===== config.mk =====
export PLATFORM = sky130hd
export DESIGN_NAME = tsps_addr
export DESIGN_NICKNAME = d
export VERILOG_FILES = /design/src/rtl/tsps_pkg.sv /design/src/rtl/tsps_addr.sv
export SDC_FILE = /design/constraint.sdc
export NUM_CORES = 1
export LEC_CHECK = 0
export BUFFER_PORTS_ARGS = -buffer_cell sky130_fd_sc_hd__buf_2
export CORE_MARGIN = 10
export CORE_UTILIZATION = 35
export DETAILED_ROUTE_END_ITERATION = 16
export PLACE_DENSITY = 0.58
export RECOVER_POWER = 50
export SYNTH_ARGS = -nofsm -noshare
export SYNTH_HDL_FRONTEND = slang
export SYNTH_SLANG_ARGS = --single-unit

===== constraint.sdc =====
create_clock -name clk -period 4.2 [get_ports clk]
set_clock_uncertainty 0.2 [all_clocks]
set_input_delay 0.21 -clock clk [delete_from_list [all_inputs] [get_ports clk]]
set_output_delay 0.21 -clock clk [all_outputs]
set_load 0.05 [all_outputs]

===== src/rtl/tsps_pkg.sv =====
// Shared types and constants of the textured sphere pixel shader.
// Holds the transaction structs of both channels and the stage payloads.
// No dependencies.
package tsps_pkg;

	localparam int TEX_IDX_W = 15;
	localparam int MEM_DEPTH = 32768;
	localparam int PIX_ADDR_W = 18;

	localparam logic ACT_LOAD = 1'b0;
	localparam logic ACT_SHADE = 1'b1;

	localparam logic [7:0] GLOW_THRESHOLD = 8'd10;
	localparam logic [5:0] BLUE_MAX = 6'd31;
	localparam logic [6:0] GREEN_MAX = 7'd63;

	typedef struct packed {
		logic action;
		logic [TEX_IDX_W-1:0] load_index;
		logic [15:0] load_texel;
		logic [7:0] column_base;
		logic [6:0] tex_row;
		logic [7:0] shade_factor;
		logic [7:0] glow_level;
		logic [8:0] screen_x;
		logic [8:0] screen_y;
		logic last_pixel;
	} tsps_item_t;

	typedef struct packed {
		logic [PIX_ADDR_W-1:0] pixel_address;
		logic [15:0] pixel_color;
		logic frame_end;
	} tsps_result_t;

	typedef struct packed {
		logic [7:0] shade;
		logic [7:0] glow;
		logic [PIX_ADDR_W-1:0] addr;
		logic last;
	} tsps_pix_t;

	typedef struct packed {
		logic action;
		logic [TEX_IDX_W-1:0] load_index;
		logic [15:0] load_texel;
		logic [TEX_IDX_W-1:0] tex_index;
		tsps_pix_t pix;
	} tsps_mid_t;

endpackage


===== src/rtl/tsps_addr.sv =====
// Address stages: texture column wrap, texture index and framebuffer address.
// Two register stages with valid/ready flow; uses tsps_pkg.
module tsps_addr #(
	parameter int TEX_WIDTH = 256,
	parameter int TEX_HEIGHT = 128,
	parameter int SCREEN_STRIDE = 480
) (
	input logic clk,
	input logic arst_n,
	input logic [7:0] column_offset,
	input logic up_valid,
	output logic up_stall,
	input tsps_pkg::tsps_item_t up_item,
	output logic dn_valid,
	input logic dn_ready,
	output tsps_pkg::tsps_mid_t dn_item
);
	import tsps_pkg::*;

	localparam int UW = (TEX_WIDTH > 1) ? $clog2(TEX_WIDTH) : 1;
	localparam int CW = (UW + 1 > 10) ? UW + 1 : 10;
	localparam int RSH = 10;
	localparam int QPW = RSH + 9;
	localparam logic [RSH-1:0] RECIP = RSH'((1 << RSH) / TEX_WIDTH);
	localparam logic [6:0] ROW_MAX = (TEX_HEIGHT - 1 > 127) ? 7'd127 : 7'(TEX_HEIGHT - 1);

	logic rdy1, rdy2;
	logic [8:0] col_sum;
	logic [QPW-1:0] q_prod;
	logic [6:0] row_sat;
	logic [TEX_IDX_W-1:0] row_base;
	logic [PIX_ADDR_W-1:0] y_base;

	logic valid_s1;
	logic action_s1;
	logic [TEX_IDX_W-1:0] load_index_s1;
	logic [15:0] load_texel_s1;
	logic [8:0] col_sum_s1;
	logic [8:0] q_est_s1;
	logic [TEX_IDX_W-1:0] row_base_s1;
	logic [7:0] shade_s1;
	logic [7:0] glow_s1;
	logic [8:0] sx_s1;
	logic [PIX_ADDR_W-1:0] y_base_s1;
	logic last_s1;

	logic [CW-1:0] q_mul, rem0, rem1;
	logic [UW-1:0] col_u;

	logic valid_s2;
	tsps_mid_t mid_s2;

	assign rdy2 = !valid_s2 || dn_ready;
	assign rdy1 = !valid_s1 || rdy2;
	assign up_stall = !rdy1;

	assign col_sum = {1'b0, up_item.column_base} + {1'b0, column_offset};
	assign q_prod = QPW'(col_sum) * QPW'(RECIP);
	assign row_sat = (up_item.tex_row > ROW_MAX) ? ROW_MAX : up_item.tex_row;
	assign row_base = TEX_IDX_W'(32'(row_sat) * TEX_WIDTH);
	assign y_base = PIX_ADDR_W'(32'(up_item.screen_y) * SCREEN_STRIDE);

	always_ff @(posedge clk or negedge arst_n) begin
		if (!arst_n) begin
			valid_s1 <= 1'b0;
		end else if (rdy1) begin
			valid_s1 <= up_valid;
		end
	end

	always_ff @(posedge clk) begin
		if (rdy1 && up_valid) begin
			action_s1 <= up_item.action;
			load_index_s1 <= up_item.load_index;
			load_texel_s1 <= up_item.load_texel;
			col_sum_s1 <= col_sum;
			q_est_s1 <= q_prod[QPW-1:RSH];
			row_base_s1 <= row_base;
			shade_s1 <= up_item.shade_factor;
			glow_s1 <= up_item.glow_level;
			sx_s1 <= up_item.screen_x;
			y_base_s1 <= y_base;
			last_s1 <= up_item.last_pixel;
		end
	end

	assign q_mul = CW'(32'(q_est_s1) * TEX_WIDTH);
	assign rem0 = CW'(col_sum_s1) - q_mul;
	assign rem1 = (rem0 >= CW'(TEX_WIDTH)) ? rem0 - CW'(TEX_WIDTH) : rem0;
	assign col_u = rem1[UW-1:0];

	always_ff @(posedge clk or negedge arst_n) begin
		if (!arst_n) begin
			valid_s2 <= 1'b0;
		end else if (rdy2) begin
			valid_s2 <= valid_s1;
		end
	end

	always_ff @(posedge clk) begin
		if (rdy2 && valid_s1) begin
			mid_s2.action <= action_s1;
			mid_s2.load_index <= load_index_s1;
			mid_s2.load_texel <= load_texel_s1;
			mid_s2.tex_index <= row_base_s1 + TEX_IDX_W'(col_u);
			mid_s2.pix.shade <= shade_s1;
			mid_s2.pix.glow <= glow_s1;
			mid_s2.pix.addr <= y_base_s1 + PIX_ADDR_W'(sx_s1);
			mid_s2.pix.last <= last_s1;
		end
	end

	assign dn_valid = valid_s2;
	assign dn_item = mid_s2;

endmodule


==> results of run 1 <==
-- cell families after synthesis --
kind of cell	after synthesis
compound gates	28
xor+xnor	24
fa+ha+maj	44
buf+inv	51
flops	170
mux	1
simple gates	51
-- timing repair --
item                      in CTS  in global routing
resized for setup              0                  0
hold endpoints to repair      72                  0
hold buffers                  74                  0
setup buffers                  0                  0
-- stage by stage --
step	setup slack [ps]	util	cell area, µm²	hold WS, ps
finish	1040	0.483	9030	32.2
global route	891	0.483	9030	47.6
CTS	1070	0.489	9140	16.0
detailed placement	1030	0.417	7800	-199
global placement	1090	0.417	7800	-206
floorplan	750	-	6640	-286
-- worst min path at each step --
stage	slack [ps]	to	from
2_1_floorplan	-290	dn_valid	arst_n
3_3_place_gp	-210	valid_s1	arst_n
3_5_place_dp	-200	valid_s1	arst_n
4_1_cts	20	col_sum_s1[7]	column_offset[7]
5_1_grt	50	col_sum_s1[7]	column_offset[7]
6_report	30	col_sum_s1[7]	column_offset[7]
-- critical path: stages --
cell	delay, ps
dlygate4sd3_1	510
buf_2	140
inv_1	60
fa_1	490
fa_1	520
inv_1	40
ha_1	340
nand2b_1	120
a21oi_1	90
nor3_1	300
a21oi_1	130
xor2_1	150
-- routing by layer --
layer / part of all wire / vias up / track usage
met5: 0 / - / 0
met4: 0.014 / 0 / 0.0454
met3: 0.086 / 14 / 0.0461
met2: 0.48 / 132 / 0.180
met1: 0.42 / 1770 / 0.129
li1: - / 1853 / -
-- area by class of cell --
type	instances	share of cell area
multi-input combinational	148	0.151
sequential	170	0.564
timing repair buffer	251	0.168
clock inverter	11	0.0177
tap	234	0.0324
inverter	44	0.0183
clock buffer	21	0.0488
-- state kept, by name (all words and copies together), names as in the netlist --
register / count
action_s1: 1
col_sum_s1: 8
dn_item: 82
dn_valid: 1
glow_s1: 8
last_s1: 1
load_index_s1: 15
load_texel_s1: 16
row_base_s1: 7
shade_s1: 8
sx_s1: 9
valid_s1: 1
y_base_s1: 13
-- where the power goes --
part / switching, mW / total [mW] / internal, mW
Sequential: 0.0590 / 2.15 / 2.09
Combinational: 0.594 / 0.881 / 0.287
Clock: 0.621 / 1.57 / 0.949
-- cells in the final DEF (no fill, tap or decap), types with 10 or more instances in the layout --
cell type and count:
clkbuf_16 17, ha_1 27, clkbuf_1 94, fa_1 17
dlygate4sd3_1 74, xnor2_1 17, nand2_1 13, buf_2 87
inv_1 44, edfxtp_1 168, nand3_1 10
==> flow_metrics.tcl, run 1 <==
set metrics [dict create \
    wl_per_cell_um 15.9 \
    grt_antenna_before_repair 0 \
    fin_nets 770 \
    hold_path.class "primary input to flip-flop" \
    timing.reg2reg.setup_slack_ps 2050 \
    start_kind "primary input" \
    clk_path_buf_depth 2 \
    worstPathArrival_ps 3110 \
    portBuffers 177 \
    die_w_um 158 \
    n_fill_cell 1616 \
    core_area_um2 18700 \
    min_period_ps 3160 \
    synthCells 369 \
    wl_um 14000 \
    finalCritPeriodShare 0.751 \
    ant_nets 0 \
    async_flop_share 0.0118 \
    htreeDepth 4 \
    synthTopCellsByCount "edfxtp_1 (168), inv_1 (44), ha_1 (27)" \
    p_total_mw 4.60 \
    synth-compound-area-share 0.0309 \
    clock_latency_ps 410 \
    synth-seq-cells 170 \
    viasPerCell 4.29 \
    gp_congestion 0.830 \
    holdPathStages 3 \
    cap_violations 0 \
    syn_area_um2 6640 \
    cts_made_buffers 17 \
    synthSimpleGateAreaFrac 0.0377 \
    crit_path_end_kind "flip-flop" \
    grt_max_degree 87 \
    drtIter0Drc 142 \
    syn_to_final_growth_pct 35.9 \
    reg2reg_to "dn_item[18]" \
    rsz0062_at_grt "no" \
    seqCellArea_um2 5090 \
    relSlewSlack 0.257 \
    clk_pin_slew_ps 70 \
    finalHoldViolations 0 \
    ys_top_cells_by_area "edfxtp_1 (76%), fa_1 (5.1%), ha_1 (5.1%)" \
    yosysWarnings 0 \
    power.density_nw_per_um2 510 \
    synthMuxAreaShare 0.00151 \
    die_area_um2 24900 \
    clock-sinks 170 \
    worst_r2r_path_depth 8 \
    max_freq_ghz 0.317 \
    track_usage 0.112 \
    yosysTopAreaCell "edfxtp_1" \
    synth_edf_count 168 \
    finalSetupTns_ps 0 \
    grt_pass1_vias 4012 \
    status "finished clean" \
    die_height_um 158 \
    yosysMostFrequentCell "edfxtp_1" \
    rows 50 \
    ctsRootBufferMaster "clkbuf_16" \
    synth_cell_type_count 33 \
    drive_gt1_frac 0.194 \
    synth-main-ff-cell "edfxtp_1" \
    yosysSeqAreaShare 0.767 \
    timing.rr.start "sx_s1[5]" \
    synth_fa_ha_area_frac 0.102 \
    critPathRequiredTime_ps 4160 \
    dp_hpwl_um 9930 \
    crit_path_start "up_item[2]" \
    tightest_slew_ps 1110 \
    synth_top_family_by_area "adder cells" \
    synthXorXnorAreaFrac 0.0317 \
    grt_pass1_wl_um 21300 \
    syn_avg_cell_area_um2 18.0 \
    p_leak_nw 3.49 \
    ios 178 \
    setup_viol 0 \
    place_inst 773 \
    synth.net_count 507 \
    finalMaxSlewViolations 0 \
    first_pass_iters 4 \
    cts_tree "yes" \
    crit_end "y_base_s1[15]" \
    crit_fanout 4 \
    peakVddDrop_v 0.000196 \
    multi_input_area_um2 1360 \
    via_count 3769 \
    diodes 0 \
    crit_type "primary input to flip-flop" \
    layout.cells.non_filler 879 \
    grt-ovfl-total 0 \
    start_util 0.355 \
    synth_top_area_frac 0.760 \
    drc_errors 0 \
]
No activity file was read; power rests on OpenSTA's default activity.
==> inputs of run 2 (changes only) <==
==> constraint.sdc (replaced) <==
create_clock -name clk -period 3.3 [get_ports clk]
set_clock_uncertainty 0.2 [all_clocks]
set_input_delay 0.165 -clock clk [delete_from_list [all_inputs] [get_ports clk]]
set_output_delay 0.165 -clock clk [all_outputs]
set_load 0.05 [all_outputs]
==> flow_metrics.tcl, run 2 (synthesis gave the netlist of run 1 again) <==
set metrics [dict create \
    seq_power_share 0.482 \
    gp_congestion 0.805 \
    drc_errors 0 \
    crit_path_frequent_cell "fa_1" \
    diodes 0 \
    cap_violations 0 \
    finalHoldViolations 0 \
    track_usage 0.119 \
    die_w_um 158 \
    peakVddDrop_v 0.000238 \
    crit_type "primary input to flip-flop" \
    rows 50 \
    path_cells "dlygate4sd3_1, clkbuf_1, fa_1, fa_1, inv_1, fa_1, nand2b_1, a21oi_1, nor3_1, a21oi_1, xor2_1" \
    crit_path_start "up_item[1]" \
    layout_common_cells "edfxtp_1 (168), clkbuf_1 (95), buf_2 (84), dlygate4sd3_1 (76), inv_1 (44)" \
    first_pass_iters 4 \
    viasPerCell 4.34 \
    setup_viol 0 \
    crit_fanout 3 \
    crit_family "adder cells" \
    ctsRootBufferMaster "clkbuf_16" \
    htreeDepth 4 \
    core_area_um2 18700 \
    fin_worst_hold_slack_ps 23.6 \
    cp_num_buf_inv 3 \
    dp_slack_ps 148 \
    ios 178 \
    grt_antenna_before_repair 0 \
    grt_pass1_vias 4152 \
    grt-ovfl-total 0 \
    start_util 0.355 \
    swShare 0.290 \
    drtIter0Drc 145 \
    power.share.combinational 0.201 \
    cts_tree "yes" \
    hold_path.class "primary input to flip-flop" \
    fin_area_um2 9020 \
    placed_area_um2 7840 \
    seqCellArea_um2 5090 \
    finalCritPeriodShare 0.937 \
    fin_nets 774 \
    die_height_um 158 \
    crit_cells 11 \
    multi_input_area_um2 1360 \
    wl_um 14500 \
    max_freq_ghz 0.323 \
    fin_ws_ps 207 \
    min_period_ps 3090 \
    clock-sinks 170 \
    n_fill_cell 1639 \
    crit_path_end_kind "flip-flop" \
    drive_gt1_frac 0.194 \
    ant_nets 0 \
    worst_r2r_path_depth 8 \
    via_count 3836 \
    timing.reg2reg.setup_slack_ps 1130 \
    die_area_um2 24900 \
    p_int_mw 4.03 \
    power_frac_clock 0.317 \
    crit_slowest_cell "dlygate4sd3_1" \
    status "finished clean" \
    syn_to_final_growth_pct 35.8 \
    cpPeakStageDelay_ps 530 \
    p_leak_nw 3.48 \
    grt_max_degree 48 \
    finalSetupTns_ps 0 \
    cts_made_buffers 17 \
    power.density_nw_per_um2 629 \
    p_sw_mw 1.65 \
    clk_path_buf_depth 2 \
    rsz0062_at_grt "no" \
    reg2reg_to "dn_item[18]" \
    final_common_cell "edfxtp_1" \
    worstPathArrival_ps 3060 \
    grt_pass1_wl_um 22600 \
    critPathRequiredTime_ps 3270 \
    clk_pin_slew_ps 70 \
    start_kind "primary input" \
    dp_hpwl_um 10400 \
    largest_reg_flops 82 \
    clock_latency_ps 420 \
    wl_per_cell_um 16.5 \
    tightest_slew_ps 732 \
    timing.rr.start "y_base_s1[5]" \
    relSlewSlack 0.514 \
    crit_end "y_base_s1[15]" \
    finalMaxSlewViolations 0 \
    portBuffers 177 \
]
## run 2: final cells by class
type                    count  area share
clock buffers              21      0.0499
multi-input cells         148       0.151
flip-flops and latches    170       0.565
repair buffers            255       0.174
well taps                 234      0.0325
clock inverters            11     0.00957
inverters                  44      0.0183
## run 2: worst min-delay path by stage
stage	slack [ps]	end	cells past startpoint	start
finish	20	col_sum_s1[2]	3	up_item[44]
floorplan	-330	dn_valid	0	arst_n
global route	30	col_sum_s1[2]	3	up_item[44]
global placement	-250	valid_s1	1	arst_n
CTS	4	col_sum_s1[2]	3	up_item[44]
detailed placement	-250	valid_s1	1	arst_n
## run 2: stage by stage
stage / utilization / power, mW / instances
floorplan: - / 3.58 / 369
global placement: 0.419 / 3.86 / 775
detailed placement: 0.419 / 3.88 / 775
CTS: 0.488 / 5.77 / 883
global route: 0.482 / 5.97 / 883
finish: 0.482 / 5.68 / 883
## run 2: power groups by stage
stage / clock [mW] / combinational, mW / sequential, mW
3_3_place_gp: 0 / 1.08 / 2.77
2_1_floorplan: 0 / 0.469 / 3.11
3_5_place_dp: 0 / 1.10 / 2.78
5_1_grt: 1.96 / 1.25 / 2.76
6_report: 1.80 / 1.14 / 2.74
4_1_cts: 1.86 / 1.18 / 2.74
## run 2: per-layer routing
metal / vias to the layer above / track usage / routed length (µm)
met5: - / 0 / 0
met4: 0 / 0.0445 / 221
met3: 14 / 0.0461 / 1200
met2: 149 / 0.199 / 7050
met1: 1809 / 0.136 / 6050
li1: 1864 / - / -
## run 2: timing repair
action,4_1_cts,5_1_grt
setup buffers,0,0
resized for setup,0,0
setup endpoints to repair,0,0
endpoints found under the hold margin,73,0
hold buffers,76,0
## run 2: worst reg2reg max path: stages (launching register included)
cell and delay (ps):
edfxtp_1 330, ha_1 170, inv_1 60, fa_1 400, nor2b_1 130, o21ai_1 100
a21boi_2 260, nand4_1 140, xnor2_1 140
