### src/rtl/tsps_pkg.sv
// Shared types and constants of the textured sphere pixel shader.
// Holds the transaction structs of both channels and the stage payloads.
// No dependencies.
package tsps_pkg;

	localparam int TEX_IDX_W = 15;
	localparam int MEM_DEPTH = 32768;
	localparam int PIX_ADDR_W = 18;

	localparam logic ACT_LOAD = 1'b0;
	localparam logic ACT_SHADE = 1'b1;

	localparam logic [7:0] GLOW_THRESHOLD = 8'd10;
	localparam logic [5:0] BLUE_MAX = 6'd31;
	localparam logic [6:0] GREEN_MAX = 7'd63;

	typedef struct packed {
		logic action;
		logic [TEX_IDX_W-1:0] load_index;
		logic [15:0] load_texel;
		logic [7:0] column_base;
		logic [6:0] tex_row;
		logic [7:0] shade_factor;
		logic [7:0] glow_level;
		logic [8:0] screen_x;
		logic [8:0] screen_y;
		logic last_pixel;
	} tsps_item_t;

	typedef struct packed {
		logic [PIX_ADDR_W-1:0] pixel_address;
		logic [15:0] pixel_color;
		logic frame_end;
	} tsps_result_t;

	typedef struct packed {
		logic [7:0] shade;
		logic [7:0] glow;
		logic [PIX_ADDR_W-1:0] addr;
		logic last;
	} tsps_pix_t;

	typedef struct packed {
		logic action;
		logic [TEX_IDX_W-1:0] load_index;
		logic [15:0] load_texel;
		logic [TEX_IDX_W-1:0] tex_index;
		tsps_pix_t pix;
	} tsps_mid_t;

endpackage

### src/rtl/tsps_color.sv
// Color stages: texel channel scaling, rim glow with saturation, packing.
// Three register stages ending in the result register; uses tsps_pkg.
module tsps_color (
	input logic clk,
	input logic arst_n,
	input logic up_valid,
	output logic up_ready,
	input tsps_pkg::tsps_pix_t up_pix,
	input logic [15:0] texel,
	output logic result_valid,
	input logic result_stall,
	output tsps_pkg::tsps_result_t result
);
	import tsps_pkg::*;

	logic rdy3, rdy4, rdy5;

	logic valid_s3;
	tsps_pix_t pix_s3;

	logic [12:0] red_prod, blue_prod;
	logic [13:0] green_prod;

	logic valid_s4;
	logic [4:0] red_s4;
	logic [5:0] green_s4;
	logic [4:0] blue_s4;
	logic [7:0] glow_s4;
	logic [PIX_ADDR_W-1:0] addr_s4;
	logic last_s4;

	logic glow_on;
	logic [5:0] blue_sum;
	logic [6:0] green_sum;
	logic [4:0] blue_fin;
	logic [5:0] green_fin;

	logic valid_s5;
	tsps_result_t result_s5;

	assign rdy5 = !valid_s5 || !result_stall;
	assign rdy4 = !valid_s4 || rdy5;
	assign rdy3 = !valid_s3 || rdy4;
	assign up_ready = rdy3;

	always_ff @(posedge clk or negedge arst_n) begin
		if (!arst_n) begin
			valid_s3 <= 1'b0;
			valid_s4 <= 1'b0;
			valid_s5 <= 1'b0;
		end else begin
			if (rdy3) begin
				valid_s3 <= up_valid;
			end
			if (rdy4) begin
				valid_s4 <= valid_s3;
			end
			if (rdy5) begin
				valid_s5 <= valid_s4;
			end
		end
	end

	always_ff @(posedge clk) begin
		if (rdy3 && up_valid) begin
			pix_s3 <= up_pix;
		end
	end

	assign red_prod = 13'(texel[15:11]) * 13'(pix_s3.shade);
	assign green_prod = 14'(texel[10:5]) * 14'(pix_s3.shade);
	assign blue_prod = 13'(texel[4:0]) * 13'(pix_s3.shade);

	always_ff @(posedge clk) begin
		if (rdy4 && valid_s3) begin
			red_s4 <= red_prod[12:8];
			green_s4 <= green_prod[13:8];
			blue_s4 <= blue_prod[12:8];
			glow_s4 <= pix_s3.glow;
			addr_s4 <= pix_s3.addr;
			last_s4 <= pix_s3.last;
		end
	end

	assign glow_on = glow_s4 > GLOW_THRESHOLD;
	assign blue_sum = {1'b0, blue_s4} + 6'(glow_s4[7:4]);
	assign green_sum = {1'b0, green_s4} + 7'(glow_s4[7:5]);

	always_comb begin
		blue_fin = blue_s4;
		green_fin = green_s4;
		if (glow_on) begin
			blue_fin = (blue_sum > BLUE_MAX) ? BLUE_MAX[4:0] : blue_sum[4:0];
			green_fin = (green_sum > GREEN_MAX) ? GREEN_MAX[5:0] : green_sum[5:0];
		end
	end

	always_ff @(posedge clk) begin
		if (rdy5 && valid_s4) begin
			result_s5.pixel_address <= addr_s4;
			result_s5.pixel_color <= {red_s4, green_fin, blue_fin};
			result_s5.frame_end <= last_s4;
		end
	end

	assign result_valid = valid_s5;
	assign result = result_s5;

endmodule

### config.mk
export PLATFORM = sky130hd
export DESIGN_NAME = tsps_color
export DESIGN_NICKNAME = d
export VERILOG_FILES = /design/src/rtl/tsps_pkg.sv /design/src/rtl/tsps_color.sv
export SDC_FILE = /design/constraint.sdc
export NUM_CORES = 1
export LEC_CHECK = 0
export BUFFER_PORTS_ARGS = -buffer_cell sky130_fd_sc_hd__buf_2
export CAP_MARGIN = 20
export CORE_ASPECT_RATIO = 1.1
export CORE_MARGIN = 2
export CORE_UTILIZATION = 29
export DETAILED_ROUTE_END_ITERATION = 10
export PLACE_DENSITY = 0.58
export SKIP_CTS_REPAIR_TIMING = 1
export SKIP_LAST_GASP = 1
export SLEW_MARGIN = 30
export SYNTH_ARGS = -nofsm -noshare
export SYNTH_HDL_FRONTEND = slang
export SYNTH_SLANG_ARGS = --single-unit
### constraint.sdc
create_clock -name clk -period 5 [get_ports clk]
set_input_delay 0.5 -clock clk [delete_from_list [all_inputs] [get_ports clk]]
set_output_delay 0.5 -clock clk [all_outputs]
set_load 0.05 [all_outputs]
==> results.md, run 1 <==
- Fin area: 0.00893 mm²
- PortBufs: 91
- Synth Area in Simple Gates: 0.131
- Endpoints failing setup: 0
- Fin. Hold Viols: 0
- Final HPWL DP: 10.9 mm
- Top cell by count, worst path: fa_1
- Root Driver: clkbuf_16
- Worst-margin pin slew: 0.656 ns
- Cells after DPL: 1037
- DRC Markers: 0
- Pwr/cell area: 414 mW/mm²
- Max cap viols: 0
- Share of layout cells above drive strength 1: 0.185
- Buf+Inv Stages, Crit Path: 1
- CP max-delay cell: edfxtp_1
- Hold Path Class: in -> reg
- Max Fclk: 243 MHz
- RD Place Congestion: 0.754
- Drt first pass iters: 4
- Reg power frac: 0.362
- Worst-skew pair later-pin latency: 0.41 ns
- Net Sw Power: 1240 µW
- Sw frac: 0.334
- Die Y: 172 µm
- DP Area: 0.00832 mm²
- First-pass GRT wire length: 23.3 mm
- DR vias: 4584
- Part of the Yosys area used for sequential elements: 0.467
- Yosys Warn Count: 0
- Worst EP required: 5.23 ns
- ANT nets after route: 0
- Syn avg cell area: 12.3 µm²
- DR iter-0 viols: 182
- Nets@finish: 890
- Initial antenna violation count: 1
- XOR/XNOR share of the synthesized area: 0.0177
- Pin count of the biggest net entering global routing: 44
- CTS tree: yes
- Cell internal pwr: 2460 µW
- Seq cells post-synth: 116
- CP Max Fanout: 16
- Largest family of logic cells by synthesized area: adder cells
- Setup TNS: 0 ns
- Average wire per standard cell: 13.4 µm
- Mux cell area share after synthesis: 0.00708
- Synth cell types: 43
- Reg-to-reg slack, setup: 0.89 ns
- H-tree depth: 4
- Mapped cell area: 0.00743 mm²
- CP startpoint kind: flop
- Slew Limit Fails: 0
- Vias in the first global route: 4654
- Finished Layout Cells: 1071
- Area fraction in compound gates after synthesis: 0.0566
- GR Util All Layers: 0.112
- Clk pwr share: 0.327
- WP data arrival: 4.34 ns
- Unrepaired setup endpoints after global routing: false
- Final core utilization: 0.354
- Syn Nets: 785
- Drt total wl: 14.3 mm
- Via/cell ratio: 4.28
- Area Overhead vs Synth: 20.3%
- Maximum vdd drop: 0.219 mV
- CP max stage delay: 0.69 ns
- Leakage power: 0.00394 µW
- Fin Clk Skew: 0.0125 ns
- DIE AREA: 0.0269 mm²
- Slew HR: 0.563
- Crit-path cells: nand2_1 > fa_1 > fa_1 > fa_1 > inv_1 > ha_1 > a211o_1 > o311a_4 > or4b_1 > o311ai_1
- CP top delay family: adder cells
- Run status: finished, final reports clean
- Hold_ws: 0.256 ns
- Adder-cell share of the synthesized area: 0.270
- Die X: 157 µm
- I/O Pins: 92
- CTS Sinks: 116
- Fin crit share: 0.823
- Total gr overflow: 0
- Combinational power share: 0.310
- Initial Utilization: 0.294
- # rows: 61
- CP Capture Type: flop
- CP Class: reg -> reg
- Worst-path clk slew: 0.06 ns
- Final min period: 4.11 ns
- Syn Inst Count: 606
- CTS max path bufs: 2
- Inserted Clock Buffers: 17
- Core region area: 0.0253 mm²
-- kinds of logic after synthesis --
kind of cell / count (synthesis)
simple gates: 182
mux: 5
xor+xnor: 15
flops: 116
fa+ha+maj: 124
buf+inv: 101
compound gates: 63
-- cell usage in the layout (no fill, tap or decap), drive strengths merged, types with 4 or more instances in the layout --
master    count
fa           60
edfxtp      113
ha           64
clkinvlp      4
o21ai        14
a31oi         6
buf          94
a21o          6
nor2         13
inv          98
xnor2         8
clkbuf       17
nand3         7
a21oi        15
nand4         5
nand2        54
and2         81
nor2b         4
xor2          7
o21a          4
nand2b        5
-- layout make-up --
class / count / area [µm²]
clock inverters: 15 / 170
multi-input cells: 389 / 3600
diodes: 1 / 2.50
repair buffers: 95 / 488
fillers: 2507 / 16300
flip-flops and latches: 116 / 3470
inverters: 92 / 345
well taps: 346 / 433
clock buffers: 17 / 425
-- final timing paths --
| path | cells past startpoint | to | start |
|---|---|---|---|
| max | 10 | red_s4[2] | pix_s3[28] |
| min | 1 | pix_s3[29] | up_pix[29] |
| max reg2reg | 10 | red_s4[2] | pix_s3[28] |
| min reg2reg | 0 | addr_s4[14] | pix_s3[15] |
| max in group asynchronous | 2 | valid_s4 | arst_n |
| min in group asynchronous | 2 | valid_s3 | arst_n |
-- cells in the mapped netlist (all sizes together) --
master     n  share of area
a21boi     3         0.0030
o211ai     2         0.0020
nand3b     2         0.0020
a31oi      6         0.0051
o2111ai    1         0.0012
o21a       4         0.0040
nand2     54          0.027
or3        3         0.0025
a211o      1         0.0012
nand4b     1         0.0012
a21o       6         0.0061
nor3       2         0.0013
clkbuf     9         0.0045
fa        60           0.16
o311ai     3         0.0035
dfrtp      3          0.010
and4       2         0.0024
xor2       7         0.0083
inv       92          0.046
mux2i      3         0.0040
o21bai     2         0.0020
xnor2      8         0.0094
o31a       2         0.0024
o41a       1         0.0015
mux2       2         0.0030
nand2b     5         0.0042
a21oi     15          0.010
nand4      5         0.0042
o311a      1         0.0029
and2      81          0.068
or4b       1         0.0013
edfxtp   113           0.46
o21ai     14         0.0094
a211oi     1         0.0010
ha        64           0.11
nand3      7         0.0047
o221ai     1         0.0012
nor2b      4         0.0034
nor4       1        0.00084
nor2      13         0.0066
or2        1        0.00084
-- power by group through the flow --
stage / Combinational, µW / Sequential, µW / Clock [µW]
finish: 1150 / 1340 / 1210
global route: 1320 / 1360 / 1290
detailed placement: 1160 / 1360 / 0
floorplan: 721 / 1530 / 0
CTS: 1170 / 1340 / 1250
global placement: 1140 / 1360 / 0
-- per-stage QoR --
stage	total power, µW	setup slack, ns
after floorplan	2250	1.12
after global placement	2500	0.905
after detailed placement	2520	0.875
after CTS	3760	0.849
after global routing	3960	0.655
final	3700	0.887
-- sequential cells by signal, indices dropped and copies added, names as in the netlist --
signal and count:
valid_s3 1, pix_s3 35, green_s4 6, result 35
valid_s4 1, blue_s4 5, addr_s4 18, last_s4 1
glow_s4 8, red_s4 5, result_valid 1
-- metal layers --
| metal | vias to the layer above | track usage | share of wire |
|---|---|---|---|
| met5 | - | 0 | 0 |
| met4 | 0 | 0.0355 | 0.013 |
| met3 | 11 | 0.0239 | 0.023 |
| met2 | 49 | 0.198 | 0.52 |
| met1 | 2258 | 0.137 | 0.44 |
| li1 | 2266 | - | - |
Power figures use the tool's default switching activity.
==> inputs of run 2 (changes only) <==
clock period = 4.28 ns   (was 5 ns; I/O delays follow)
==> run 2 against run 1 <==
Worst setup slack got worse by 0.71 ns. Register-to-register slack got worse by 0.71 ns. Combinational power rose by 18%. Critical endpoint unchanged.
==> results.md, run 2 (synthesis gave the netlist of run 1 again) <==
- Run status: finished, final reports clean (unchanged)
- CTS tree: yes (unchanged)
- Vias in the first global route: 4901 (was 4654)
- DRC Markers: 0 (unchanged)
- Maximum vdd drop: 0.248 mV (was 0.219 mV)
- Fin. Hold Viols: 0 (unchanged)
- Final min period: 4.11 ns (about the same)
- Drt first pass iters: 4 (unchanged)
- Die X: 157 µm (unchanged)
- DP Area: 0.00840 mm² (was 0.00832 mm²)
- Initial antenna violation count: 2 (was 1)
- Reg-to-reg slack, setup: 0.17 ns (was 0.89 ns)
- # rows: 61 (unchanged)
- Total gr overflow: 0 (unchanged)
- Pin count of the biggest net entering global routing: 44 (unchanged)
- WP data arrival: 4.32 ns (was 4.34 ns)
- Fin Clk Skew: 0.0158 ns (was 0.0125 ns)
- CTS Sinks: 116 (unchanged)
- CP startpoint kind: flop (unchanged)
- Final HPWL DP: 11.3 mm (was 10.9 mm)
- Worst EP required: 4.49 ns (was 5.23 ns)
- Worst Hold Depth: 1 (unchanged)
- CTS max path bufs: 2 (unchanged)
- Endpoints failing setup: 0 (unchanged)
- Max cap viols: 0 (unchanged)
- Hold Path End: pix_s3[27] (was pix_s3[29])
- CP Max Fanout: 7 (was 16)
- Via/cell ratio: 4.25 (was 4.28)
- Root Driver: clkbuf_16 (unchanged)
- Hold Path Class: in -> reg (unchanged)
- Reg2Reg Launch Point: pix_s3[28] (unchanged)
- Max Fclk: 244 MHz (was 243 MHz)
- Hold Path Origin: up_pix[27] (was up_pix[29])
- Nets@finish: 904 (was 890)
- I/O Pins: 92 (unchanged)
- Worst-margin pin slew: 0.673 ns (was 0.656 ns)
- Drt total wl: 14.8 mm (was 14.3 mm)
- Final core utilization: 0.358 (was 0.354)
- Fin area: 0.00905 mm² (was 0.00893 mm²)
- Fin crit share: 0.959 (was 0.823)
- ANT nets after route: 0 (unchanged)
- Initial Utilization: 0.294 (unchanged)
- Share of layout cells above drive strength 1: 0.199 (was 0.185)
- Leakage power: 0.00402 µW (was 0.00394 µW)
- Pwr/cell area: 483 mW/mm² (was 414 mW/mm²)
- GR Util All Layers: 0.116 (was 0.112)
- Slew HR: 0.551 (was 0.563)
- DIE AREA: 0.0269 mm² (unchanged)
- Core region area: 0.0253 mm² (unchanged)
- DR iter-0 viols: 176 (was 182)
- Worst-skew pair later-pin latency: 0.42 ns (was 0.41 ns)
- Average wire per standard cell: 13.6 µm (was 13.4 µm)
- Worst-path clk slew: 0.07 ns (was 0.06 ns)
- CP Class: reg -> reg (unchanged)
- PortBufs: 91 (unchanged)
- Total Power: 4370 µW (was 3700 µW)
- DR vias: 4618 (was 4584)
- Die Y: 172 µm (unchanged)
- RD Place Congestion: 0.803 (was 0.754)
- Most common cell after layout, fill and taps aside: edfxtp_1 (unchanged)
- Area Overhead vs Synth: 21.9% (was 20.3%)
- H-tree depth: 4 (unchanged)
- Slew Limit Fails: 0 (unchanged)
- Commonest cells after routing, fill and taps aside: 113 x edfxtp_1, 92 x inv_1, 91 x buf_2 (unchanged)
- Hold_ws: 0.179 ns (was 0.256 ns)
- Reg2reg end: red_s4[2] (unchanged)
- CP Capture Type: flop (unchanged)
- FILL cells: 2501 (was 2507)
- Reg2reg path depth: 12 (was 10)
- First-pass GRT wire length: 24.0 mm (was 23.3 mm)
- Inserted Clock Buffers: 17 (unchanged)
## run 2: changes by cell type in the layout (fill, tap and decap cells not counted)
cell	delta
buf_4	+14
inv_8	-1
inv_6	-2
clkinv_4	+1
clkinvlp_4	-1
bufinv_16	+1
clkinv_1	+1
diode_2	+1
clkinv_2	+1
## run 2: per-layer routing
layer | global-route usage | wire length (µm)
met5 | 0 | 0
met4 | 0.0475 | 352
met1 | 0.134 | 6270
met2 | 0.206 | 7680
met3 | 0.0260 | 482
## run 2: worst max path at each step
stage | cells after the start | endpoint | start
6_report | 12 | red_s4[2] | pix_s3[28]
5_1_grt | 12 | blue_s4[3] | pix_s3[30]
4_1_cts | 12 | red_s4[2] | pix_s3[28]
3_5_place_dp | 12 | blue_s4[3] | pix_s3[31]
3_3_place_gp | 12 | red_s4[2] | pix_s3[28]
2_1_floorplan | 12 | red_s4[2] | pix_s3[28]
## run 2: final cells by class
type | instances | area, µm² | share of cell area
diodes | 2 | 5.00 | 0.000553
clock buffers | 17 | 425 | 0.0470
clock inverters | 15 | 181 | 0.0200
inverters | 92 | 345 | 0.0382
multi-input cells | 389 | 3600 | 0.398
flip-flops and latches | 116 | 3470 | 0.383
well taps | 346 | 433 | 0.0478
repair buffers | 109 | 593 | 0.0655
## run 2: through the flow
stage | setup slack [ns] | TNS (ns) | cells
CTS | 0.151 | 0 | 1079
global placement | 0.235 | 0 | 1047
detailed placement | 0.170 | 0 | 1047
finish | 0.175 | 0 | 1086
global route | -0.0116 | -0.0116 | 1086
floorplan | 0.396 | 0 | 606
## run 2: worst max-delay path: stages (launching register included)
cell and delay, ns:
edfxtp_1 0.50, buf_4 0.20, and2_1 0.15, fa_1 0.50, fa_1 0.54, inv_1 0.06, fa_1 0.53, inv_1 0.04
ha_1 0.20, a211o_1 0.26, o311a_4 0.33, or4b_1 0.47, o311ai_1 0.11
## run 2: power breakdown
part / switching [µW] / total [µW] / internal [µW]
clock: 531 / 1450 / 919
combinational: 838 / 1360 / 526
sequential: 67.5 / 1560 / 1490
==> inputs of run 3 (changes only) <==
--- a/config.mk
+++ b/config.mk
@@ -10,3 +10,3 @@
 export CORE_ASPECT_RATIO = 1.1
-export CORE_MARGIN = 2
+export CORE_MARGIN = 1.5
 export CORE_UTILIZATION = 29
==> constraint.sdc (replaced) <==
create_clock -name clk -period 4.28 [get_ports clk]
set_input_delay 0.642 -clock clk [delete_from_list [all_inputs] [get_ports clk]]
set_output_delay 0.642 -clock clk [all_outputs]
set_load 0.05 [all_outputs]
==> run 3 against run 2 <==
Via count down 0.11%. First-iteration DRC count down 39%. Sequential power about the same. Final cell count down 2.8%. Maximum frequency up 0.32%. Sequential share of layout area up 0.19 points. Global-route usage about the same. Critical path depth down 1. Clock power about the same. Hold slack better by 0.21 ns. Critical path type unchanged. Largest power group unchanged.
==> results.md, run 3 (synthesis gave the netlist of run 1 again) <==
- Die Y: 171 µm (was 172 µm)
- Top cell by count, worst path: fa_1 (unchanged)
- Fin. Hold Viols: 0 (unchanged)
- Worst Hold Depth: 1 (unchanged)
- DRC Markers: 0 (unchanged)
- CP Class: reg -> reg (unchanged)
- Endpoints failing setup: 0 (unchanged)
- CP Max Fanout: 13 (was 7)
- Hold Path End: pix_s3[31] (was pix_s3[27])
- CP Capture Type: flop (unchanged)
- Worst EP required: 4.51 ns (was 4.49 ns)
- Initial Utilization: 0.295 (was 0.294)
- Reg2reg path depth: 11 (was 12)
- Via/cell ratio: 4.37 (was 4.25)
- CP top delay family: adder cells (unchanged)
- CP startpoint kind: flop (unchanged)
- Max Fclk: 244 MHz (about the same)
- I/O Pins: 92 (unchanged)
- Pwr/cell area: 483 mW/mm² (about the same)
- Finished Layout Cells: 1056 (was 1086)
- Setup TNS: 0 ns (unchanged)
- Reg2reg end: red_s4[2] (unchanged)
- Buf+Inv Stages, Crit Path: 2 (was 3)
- Commonest cells after routing, fill and taps aside: 113 x edfxtp_1, 92 x inv_1, 91 x buf_2 (unchanged)
- Final core utilization: 0.358 (about the same)
- Maximum vdd drop: 0.289 mV (was 0.248 mV)
- CP max-delay cell: edfxtp_1 (was fa_1)
- H-tree depth: 4 (unchanged)
- WP data arrival: 4.32 ns (about the same)
- Hold Path Origin: up_pix[31] (was up_pix[27])
- Initial antenna violation count: 2 (unchanged)
- GR Util All Layers: 0.115 (was 0.116)
- Most common cell after layout, fill and taps aside: edfxtp_1 (unchanged)
- Inserted Clock Buffers: 17 (unchanged)
- Unrepaired setup endpoints after global routing: false
- Average wire per standard cell: 13.8 µm (was 13.6 µm)
- Reg2Reg Launch Point: pix_s3[29] (was pix_s3[28])
- DIE AREA: 0.0266 mm² (was 0.0269 mm²)
- Root Driver: clkbuf_16 (unchanged)
- # rows: 61 (unchanged)
- Max cap viols: 0 (unchanged)
- CTS max path bufs: 2 (unchanged)
- CTS tree: yes (unchanged)
- Worst-skew pair later-pin latency: 0.42 ns (about the same)
- Drt total wl: 14.6 mm (was 14.8 mm)
- Fin crit share: 0.956 (was 0.959)
- First-pass GRT wire length: 23.5 mm (was 24.0 mm)
- Worst-margin pin slew: 0.654 ns (was 0.673 ns)
- Die X: 156 µm (was 157 µm)
- Total gr overflow: 0 (unchanged)
- Pin count of the biggest net entering global routing: 44 (unchanged)
- Nets@finish: 904 (unchanged)
- Core region area: 0.0252 mm² (was 0.0253 mm²)
- Vias in the first global route: 4784 (was 4901)
- Slew HR: 0.564 (was 0.551)
- Share of layout cells above drive strength 1: 0.201 (was 0.199)
- Final HPWL DP: 11.0 mm (was 11.3 mm)
- Run status: finished, final reports clean (unchanged)
- Worst-path clk slew: 0.07 ns (about the same)
- Leakage power: 0.00402 µW (about the same)
- Drt first pass iters: 4 (unchanged)
- DR vias: 4613 (was 4618)
- Fin Clk Skew: 0.0155 ns (was 0.0158 ns)
- Cells after DPL: 1015 (was 1047)
- ANT nets after route: 0 (unchanged)
- DR iter-0 viols: 108 (was 176)
- Hold Path Class: in -> reg (unchanged)
- Final min period: 4.09 ns (was 4.11 ns)
- CTS Sinks: 116 (unchanged)
- Crit-path cells: and2_1 > fa_1 > fa_1 > inv_1 > fa_1 > inv_1 > ha_1 > a21o_1 > o311a_4 > or4b_1 > o311ai_1 (was buf_4 > and2_1 > fa_1 > fa_1 > inv_1 > fa_1 > inv_1 > ha_1 > a211o_1 > o311a_4 > or4b_1 > o311ai_1)
- Slew Limit Fails: 0 (unchanged)
- CP max stage delay: 0.61 ns (was 0.54 ns)
- Area Overhead vs Synth: 21.3% (was 21.9%)
- Reg-to-reg slack, setup: 0.19 ns (was 0.17 ns)
- RD Place Congestion: 0.801 (was 0.803)
- PortBufs: 91 (unchanged)
[run 3: per-stage QoR]
| stage | instance area (µm²) | hold WS (ns) | total power (µW) | setup WS (ns) |
|---|---|---|---|---|
| final | 9010 | 0.393 | 4350 | 0.188 |
| after global routing | 9000 | 0.371 | 4650 | 0.00217 |
| after CTS | 8950 | 0.00275 | 4410 | 0.154 |
| after detailed placement | 8350 | 0.405 | 2950 | 0.0925 |
| after global placement | 8350 | 0.400 | 2930 | 0.144 |
| after floorplan | 7430 | 0.346 | 2630 | 0.374 |
[run 3: how the worst max path moves through the flow]
| stage | startpoint | endpoint | slack (ns) | cells past startpoint |
|---|---|---|---|---|
| after global routing | pix_s3[29] | red_s4[2] | 0.002 | 11 |
| after global placement | texel[15] | red_s4[2] | 0.14 | 12 |
| after floorplan | texel[15] | red_s4[2] | 0.37 | 11 |
| final | pix_s3[29] | red_s4[2] | 0.19 | 11 |
| after CTS | pix_s3[29] | red_s4[2] | 0.15 | 11 |
| after detailed placement | texel[15] | red_s4[2] | 0.09 | 12 |
[run 3: cell type report]
class | instances | area [µm²]
antenna | 3 | 7.51
clock buffer | 17 | 425
clock inverter | 15 | 173
fill | 2491 | 16200
inverter | 92 | 345
multi-input combinational | 389 | 3600
sequential | 116 | 3470
tap | 315 | 394
timing repair buffer | 109 | 593
[run 3: routing by layer]
layer,GRT usage,share of wire,wire length (µm),up-vias
li1,-,-,-,2286
met1,0.133,0.43,6280,2240
met2,0.205,0.52,7540,71
met3,0.0314,0.036,517,16
met4,0.0406,0.015,221,0
met5,0,0,0,-
[run 3: power by group]
part,total (µW),internal (µW),switching [µW]
clock network,1430,872,558
registers,1560,1490,69.4
logic,1360,528,833
